<file path="config.mk">
export PLATFORM = sky130hd
export DESIGN_NAME = ndvi_pixel_ratio_core
export DESIGN_NICKNAME = d
export VERILOG_FILES = /design/src/sv/npr_pkg.sv /design/src/sv/npr_front.sv /design/src/sv/npr_cell.sv /design/src/sv/ndvi_pixel_ratio_core.sv
export SDC_FILE = /design/constraint.sdc
export NUM_CORES = 1
export LEC_CHECK = 0
export BUFFER_PORTS_ARGS = -buffer_cell sky130_fd_sc_hd__clkbuf_2
export CAP_MARGIN = 5
export CELL_PAD_IN_SITES_DETAIL_PLACEMENT = 0
export CELL_PAD_IN_SITES_GLOBAL_PLACEMENT = 1
export CORE_MARGIN = 4
export CORE_UTILIZATION = 54
export DETAILED_ROUTE_END_ITERATION = 12
export GPL_ROUTABILITY_DRIVEN = 0
export GPL_TIMING_DRIVEN = 0
export PLACE_DENSITY = 0.89
export SLEW_MARGIN = 15
export SYNTH_ARGS = -nofsm -noshare
export SYNTH_HDL_FRONTEND = slang
export SYNTH_SLANG_ARGS = --single-unit
</file>
<file path="constraint.sdc">
create_clock -name clk_i -period 12.5 [get_ports clk_i]
set_input_delay 0.625 -clock clk_i [delete_from_list [all_inputs] [get_ports clk_i]]
set_output_delay 0.625 -clock clk_i [all_outputs]
set_load 0.01 [all_outputs]
</file>
<file path="src/sv/npr_pkg.sv">
// Package for the normalized difference index core: widths, payload types and cell data.
package npr_pkg;

  localparam int BandBits   = 16;
  localparam int PixelBits  = 16;
  localparam int ScaleBits  = 16;
  localparam int IndexBits  = 8;
  localparam int MagBits    = PixelBits + 1;
  localparam int ProdBits   = PixelBits + ScaleBits;
  localparam int RemBits    = PixelBits + 1;
  localparam int HighBits   = ProdBits - IndexBits;
  localparam int NumCells   = IndexBits;
  localparam int Latency    = NumCells + 4;

  localparam logic [ScaleBits-1:0] ScaleReset = ScaleBits'(255);
  localparam logic [IndexBits-1:0] IndexMax   = IndexBits'(255);

  typedef struct packed {
    logic signed [BandBits-1:0] first_band;
    logic signed [BandBits-1:0] second_band;
    logic                       row_end;
  } pixel_in_t;

  typedef struct packed {
    logic [IndexBits-1:0] index_value;
    logic                 row_end_out;
  } index_out_t;

  typedef struct packed {
    logic                 valid;
    logic                 force_zero;
    logic                 sat;
    logic                 row_end;
    logic [RemBits-1:0]   rem;
    logic [RemBits-1:0]   divisor;
    logic [IndexBits-1:0] bits;
  } cell_t;

endpackage

</file>
<file path="src/sv/npr_front.sv">
// Front end: band difference and sum, zero detect, scaling product and saturation check.
module npr_front (
  input  logic                           clk_i,
  input  logic                           rst_ni,
  input  logic                           accept_i,
  input  npr_pkg::pixel_in_t             pixel_i,
  input  logic [npr_pkg::ScaleBits-1:0]  scale_i,
  output npr_pkg::cell_t                 cell_o
);

  logic signed [npr_pkg::PixelBits:0]   b1, b2, diff, sum;
  logic [npr_pkg::PixelBits:0]          diff_abs, sum_abs;
  logic [npr_pkg::PixelBits-1:0]        dmag_d;
  logic [npr_pkg::MagBits-1:0]          smag_d;
  logic                                 zero_d;

  logic                                 s0_valid_q, s1_valid_q, s2_valid_q;
  logic                                 s0_zero_q, s1_zero_q, s2_zero_q;
  logic                                 s0_row_end_q, s1_row_end_q, s2_row_end_q;
  logic [npr_pkg::PixelBits-1:0]        s0_dmag_q;
  logic [npr_pkg::MagBits-1:0]          s0_smag_q, s1_smag_q;
  logic [npr_pkg::ProdBits-1:0]         prod_d, s1_prod_q;
  logic                                 sat_d, s2_sat_q;
  logic [npr_pkg::RemBits-1:0]          s2_rem_q, s2_div_q;
  logic [npr_pkg::IndexBits-1:0]        s2_bits_q;

  always_comb begin
    b1       = {pixel_i.first_band[npr_pkg::PixelBits-1],
                pixel_i.first_band[npr_pkg::PixelBits-1:0]};
    b2       = {pixel_i.second_band[npr_pkg::PixelBits-1],
                pixel_i.second_band[npr_pkg::PixelBits-1:0]};
    diff     = b2 - b1;
    sum      = b2 + b1;
    diff_abs = diff[npr_pkg::PixelBits] ? -diff : diff;
    sum_abs  = sum[npr_pkg::PixelBits] ? -sum : sum;
    dmag_d   = diff_abs[npr_pkg::PixelBits-1:0];
    smag_d   = sum_abs;
    zero_d   = (sum == '0) || (diff[npr_pkg::PixelBits] ^ sum[npr_pkg::PixelBits]);
  end

  assign prod_d = npr_pkg::ProdBits'(s0_dmag_q) * npr_pkg::ProdBits'(scale_i);
  assign sat_d  = s1_prod_q[npr_pkg::ProdBits-1:npr_pkg::IndexBits] >=
                  npr_pkg::HighBits'(s1_smag_q);

  always_ff @(posedge clk_i or negedge rst_ni) begin
    if (!rst_ni) begin
      s0_valid_q <= 1'b0;
      s1_valid_q <= 1'b0;
      s2_valid_q <= 1'b0;
    end else begin
      s0_valid_q <= accept_i;
      s1_valid_q <= s0_valid_q;
      s2_valid_q <= s1_valid_q;
    end
  end

  always_ff @(posedge clk_i) begin
    s0_zero_q    <= zero_d;
    s0_row_end_q <= pixel_i.row_end;
    s0_dmag_q    <= dmag_d;
    s0_smag_q    <= smag_d;
    s1_zero_q    <= s0_zero_q;
    s1_row_end_q <= s0_row_end_q;
    s1_smag_q    <= s0_smag_q;
    s1_prod_q    <= prod_d;
    s2_zero_q    <= s1_zero_q;
    s2_row_end_q <= s1_row_end_q;
    s2_sat_q     <= sat_d;
    s2_rem_q     <= s1_prod_q[npr_pkg::IndexBits +: npr_pkg::RemBits];
    s2_div_q     <= npr_pkg::RemBits'(s1_smag_q);
    s2_bits_q    <= s1_prod_q[npr_pkg::IndexBits-1:0];
  end

  always_comb begin
    cell_o.valid      = s2_valid_q;
    cell_o.force_zero = s2_zero_q;
    cell_o.sat        = s2_sat_q;
    cell_o.row_end    = s2_row_end_q;
    cell_o.rem        = s2_rem_q;
    cell_o.divisor    = s2_div_q;
    cell_o.bits       = s2_bits_q;
  end

endmodule

</file>
<file path="src/sv/npr_cell.sv">
// Divider cell: one restoring quotient bit per stage.
module npr_cell (
  input  logic           clk_i,
  input  logic           rst_ni,
  input  npr_pkg::cell_t cell_i,
  output npr_pkg::cell_t cell_o
);

  logic [npr_pkg::RemBits:0]     trial;
  logic [npr_pkg::RemBits:0]     diff;
  logic                          ge;
  logic [npr_pkg::RemBits-1:0]   rem_d, rem_q, div_q;
  logic [npr_pkg::IndexBits-1:0] bits_d, bits_q;
  logic                          valid_q, zero_q, sat_q, row_end_q;

  always_comb begin
    trial  = {cell_i.rem, cell_i.bits[npr_pkg::IndexBits-1]};
    diff   = trial - {1'b0, cell_i.divisor};
    ge     = trial >= {1'b0, cell_i.divisor};
    rem_d  = ge ? diff[npr_pkg::RemBits-1:0] : trial[npr_pkg::RemBits-1:0];
    bits_d = {cell_i.bits[npr_pkg::IndexBits-2:0], ge};
  end

  always_ff @(posedge clk_i or negedge rst_ni) begin
    if (!rst_ni) begin
      valid_q <= 1'b0;
    end else begin
      valid_q <= cell_i.valid;
    end
  end

  always_ff @(posedge clk_i) begin
    zero_q    <= cell_i.force_zero;
    sat_q     <= cell_i.sat;
    row_end_q <= cell_i.row_end;
    rem_q     <= rem_d;
    div_q     <= cell_i.divisor;
    bits_q    <= bits_d;
  end

  always_comb begin
    cell_o.valid      = valid_q;
    cell_o.force_zero = zero_q;
    cell_o.sat        = sat_q;
    cell_o.row_end    = row_end_q;
    cell_o.rem        = rem_q;
    cell_o.divisor    = div_q;
    cell_o.bits       = bits_q;
  end

`ifndef NO_ASSERTIONS
  a_rem_below_div: assert property (@(posedge clk_i) disable iff (!rst_ni)
    cell_i.valid && !cell_i.force_zero && !cell_i.sat |=> rem_q < div_q)
    else $error("partial remainder not below divisor");
`endif

endmodule

</file>
<file path="src/sv/ndvi_pixel_ratio_core.sv">
// Top level: scale register, front end, divider cell chain and result register.
// A transfer passes front-end registers s0, s1, s2, the divider cells and the done/result register.
// Throughput: one pixel pair per cycle; busy stays low; the divider chain has 8 cells.
// Each cell resolves one quotient bit.
// Reset clears all valid flags and loads scale_q with 255; the receiver cannot stall.
module ndvi_pixel_ratio_core (
  input  logic                           clk_i,
  input  logic                           rst_ni,
  input  logic                           start,
  output logic                           busy,
  input  npr_pkg::pixel_in_t             pixel_i,
  output logic                           done_o,
  output npr_pkg::index_out_t            result_o,
  input  logic                           cfg_valid_i,
  output logic                           cfg_ready_o,
  input  logic [npr_pkg::ScaleBits-1:0]  cfg_data_i
);

  logic [npr_pkg::ScaleBits-1:0] scale_q;
  npr_pkg::cell_t                chain [npr_pkg::NumCells+1];
  npr_pkg::cell_t                last;
  logic                          done_q;
  npr_pkg::index_out_t           res_d, res_q;

  assign busy        = 1'b0;
  assign cfg_ready_o = 1'b1;

  always_ff @(posedge clk_i or negedge rst_ni) begin
    if (!rst_ni) begin
      scale_q <= npr_pkg::ScaleReset;
    end else if (cfg_valid_i && cfg_ready_o) begin
      scale_q <= cfg_data_i;
    end
  end

  npr_front u_front (
    .clk_i    (clk_i),
    .rst_ni   (rst_ni),
    .accept_i (start && !busy),
    .pixel_i  (pixel_i),
    .scale_i  (scale_q),
    .cell_o   (chain[0])
  );

  for (genvar i = 0; i < npr_pkg::NumCells; i++) begin : g_cell
    npr_cell u_cell (
      .clk_i  (clk_i),
      .rst_ni (rst_ni),
      .cell_i (chain[i]),
      .cell_o (chain[i+1])
    );
  end

  assign last = chain[npr_pkg::NumCells];

  always_comb begin
    res_d.row_end_out = last.row_end;
    if (last.force_zero) begin
      res_d.index_value = '0;
    end else if (last.sat) begin
      res_d.index_value = npr_pkg::IndexMax;
    end else begin
      res_d.index_value = last.bits;
    end
  end

  always_ff @(posedge clk_i or negedge rst_ni) begin
    if (!rst_ni) begin
      done_q <= 1'b0;
    end else begin
      done_q <= last.valid;
    end
  end

  always_ff @(posedge clk_i) begin
    res_q <= res_d;
  end

  assign done_o   = done_q;
  assign result_o = res_q;

`ifndef NO_ASSERTIONS
  a_latency: assert property (@(posedge clk_i) disable iff (!rst_ni)
    start && !busy |-> ##12 done_o)
    else $error("result missing after transfer");
  a_no_spurious: assert property (@(posedge clk_i) disable iff (!rst_ni)
    done_o |-> $past(start && !busy, 12))
    else $error("result without matching transfer");
  a_row_end: assert property (@(posedge clk_i) disable iff (!rst_ni)
    done_o |-> result_o.row_end_out == $past(pixel_i.row_end, 12))
    else $error("row end flag mismatch");
`endif

endmodule
</file>
==> flow_summary.ini <==
[status]
outcome = finished, final reports clean

[worst_setup_path]
rr_worst_depth = 20
cp.required_ns = 13.03
rr_endpoint = u_front.s1_prod_q[28]$_DFF_P_
r2r-start = u_front.s0_dmag_q[8]$_DFF_P_
worstPathMaxFanout = 10
start_kind = register
crit_type = reg -> reg
end_kind = register
rrSetupSlack_ns = 5.16
critPathArrivalTime_ns = 7.87

[synth]
synth_fp_nets = 3495
synth_cells = 2947
yosysWarnings = 0
synth_ff_type = dfxtp_1
ys_ff_latch = 493
synth.distinct_cells = 75
synth-edff-count = 0
async_reset_ff_frac = 0.0568
synth_seq_area_share = 0.345
syn_area_um2 = 29100
avgSynthCellArea_um2 = 9.86

[drt]
vias = 20207
routed_wl_um = 60900
drtIter0Drc = 1022
drcViolationCount = 0
via_per_inst = 5.33
wire_per_inst_um = 16.1
antenna_left = 0
dr.pass1.iters = 7

[floorplanning]
rows = 84
die_x_um = 240
initial_core_util = 0.549
chipHeight_um = 240
core-area_um2 = 53000
die_area_um2 = 57600
ioPinCount = 65

[sta]
slew_headroom = 0.430
fin_crit_ns = 7.34
rsz0062_at_grt = no
tns_ns = 0
tightestPinTransition_ns = 0.856
finalHoldViolCount = 0
slew_viol_final = 0
fmax_ghz = 0.136
min_period_over_period = 0.587
fin_skew_ns = 0.0407
setup_viol = 0

[clock_network]
clock-sinks = 493
htreeDepth = 2
clk_pin_slew_ns = 0.06
clockBufferDepth = 3
cts_made_buffers = 52
cts-hold-fix-buffers = 0
post-cts-setup-buffer-count = 0
tritoncts = built
cts_root_buf = clkbuf_16
insertion_delay_ns = 0.61
ctsResizeCount = 0

[layout]
num-nets-final = 3610
layout_common_cells = dfxtp_1 (465), inv_1 (462), ha_1 (292)
final_common_cell = dfxtp_1
diodes = 0
drive_gt1_frac = 0.102
syn_to_final_growth_pct = 9.90

[grt]
overflow = 0
grt_pass1_vias = 21031
grt_usage = 0.215
grt_pass1_wl_um = 102000
antenna_found_initial = 0
grt_max_degree = 29

[worst_hold_path]
hold_path_class = in -> async

[placed_design]
hpwlAfterDp_um = 49200
portBuffers = 61

[flow_run]
drv_cap = 0
[layout make-up]
| cell class | instances | area [µm²] |
|---|---|---|
| Clock buffer | 77 | 1540 |
| Multi-Input combinational cell | 1923 | 17000 |
| Clock inverter | 20 | 174 |
| Tap cell | 688 | 861 |
| Fill cell | 4399 | 21000 |
| Inverter | 462 | 1730 |
| Buffer | 69 | 322 |
| Sequential cell | 493 | 10000 |
| Timing Repair Buffer | 61 | 305 |
[kinds of logic after synthesis]
family	count (synthesis)	share of synthesized area
xor gates and xnor gates	167	0.0503
adders and majority gates	495	0.265
buffers and inverters	531	0.0707
DFF	493	0.345
and+or+nand+nor	679	0.116
AOI/OAI and AO/OA	445	0.101
muxes	135	0.0515
other	2	0.000258
[per-stage QoR]
| stage | hold WS (ns) | util | instances | area (µm²) | setup slack [ns] |
|---|---|---|---|---|---|
| after floorplan | 0.310 | - | 2947 | 29100 | 6.13 |
| after global placement | 0.309 | 0.571 | 3696 | 30200 | 5.29 |
| after detailed placement | 0.312 | 0.571 | 3696 | 30200 | 5.25 |
| after CTS | 0.0682 | 0.603 | 3793 | 31900 | 5.24 |
| after global routing | 0.0934 | 0.603 | 3793 | 31900 | 4.91 |
| final | 0.0866 | 0.603 | 3793 | 31900 | 5.16 |
[critical path, cell delays in order (launching register included)]
cell and delay (ns):
dfxtp_1 0.53, clkbuf_1 0.57, nand2_1 0.17, fa_1 0.59
fa_1 0.44, fa_1 0.49, fa_1 0.54, inv_1 0.07
fa_1 0.54, inv_1 0.06, fa_1 0.52, inv_1 0.04
ha_1 0.27, buf_1 0.22, and3_1 0.23, a311oi_1 0.62
a21oi_1 0.23, or4_1 0.59, a31o_2 0.26, a21oi_1 0.16
xnor2_1 0.13
[routing by layer]
| metal | GRT usage | routed length (µm) | up-vias |
|---|---|---|---|
| li1 | - | - | 9858 |
| met1 | 0.253 | 24400 | 9639 |
| met2 | 0.384 | 30500 | 544 |
| met3 | 0.0358 | 2990 | 166 |
| met4 | 0.0988 | 3040 | 0 |
| met5 | 0 | 0 | - |
[state kept, by name, indices dropped and copies added (netlist names), 8 cells and up]
register	flops
u_front.s1_smag_q	17
g_cell.u_cell.div_q	119
g_cell.u_cell.rem_q	119
u_front.s0_smag_q	17
g_cell.u_cell.row_end_q	8
u_front.s2_div_q	17
u_front.s2_bits_q	8
result_o	9
u_front.s0_dmag_q	15
g_cell.u_cell.zero_q	8
u_front.s1_prod_q	32
scale_q	16
g_cell.u_cell.bits_q	64
u_front.s2_rem_q	17
g_cell.u_cell.sat_q	8
g_cell.u_cell.valid_q	8
[how the worst max path moves through the flow]
| stage | from | endpoint | cells past startpoint |
|---|---|---|---|
| final | u_front.s0_dmag_q[8]$_DFF_P_ | u_front.s1_prod_q[28]$_DFF_P_ | 20 |
| after global placement | scale_q[3]$_DFFE_PN1P_ | u_front.s1_prod_q[28]$_DFF_P_ | 20 |
| after floorplan | scale_q[3]$_DFFE_PN1P_ | u_front.s1_prod_q[28]$_DFF_P_ | 20 |
| after detailed placement | scale_q[3]$_DFFE_PN1P_ | u_front.s1_prod_q[28]$_DFF_P_ | 20 |
| after global routing | scale_q[3]$_DFFE_PN1P_ | u_front.s1_prod_q[28]$_DFF_P_ | 20 |
| after CTS | scale_q[3]$_DFFE_PN1P_ | u_front.s1_prod_q[28]$_DFF_P_ | 20 |
[synth_stat cells, drive strengths merged (16+ instances only)]
library cell | count | area [µm²]
dfxtp | 465 | 9310
a21o | 62 | 465
nand4 | 19 | 119
buf | 21 | 131
dfrtp | 20 | 500
a211oi | 16 | 138
xnor2 | 116 | 1020
a211o | 17 | 149
o21ai | 89 | 445
nor3 | 41 | 205
nand2b | 20 | 125
a31oi | 19 | 119
mux2i | 18 | 180
inv | 462 | 1730
nand3 | 25 | 125
xor2 | 51 | 447
nand2 | 215 | 807
o21a | 24 | 180
fa | 203 | 4060
nor2b | 33 | 206
clkbuf | 48 | 190
nor2 | 121 | 454
ha | 292 | 3650
and2 | 136 | 851
mux2 | 117 | 1320
a21oi | 124 | 628
Power is left out: the tool's default activity adds up to more than one toggle a clock period on the data nets, which glitch-free logic cannot reach.
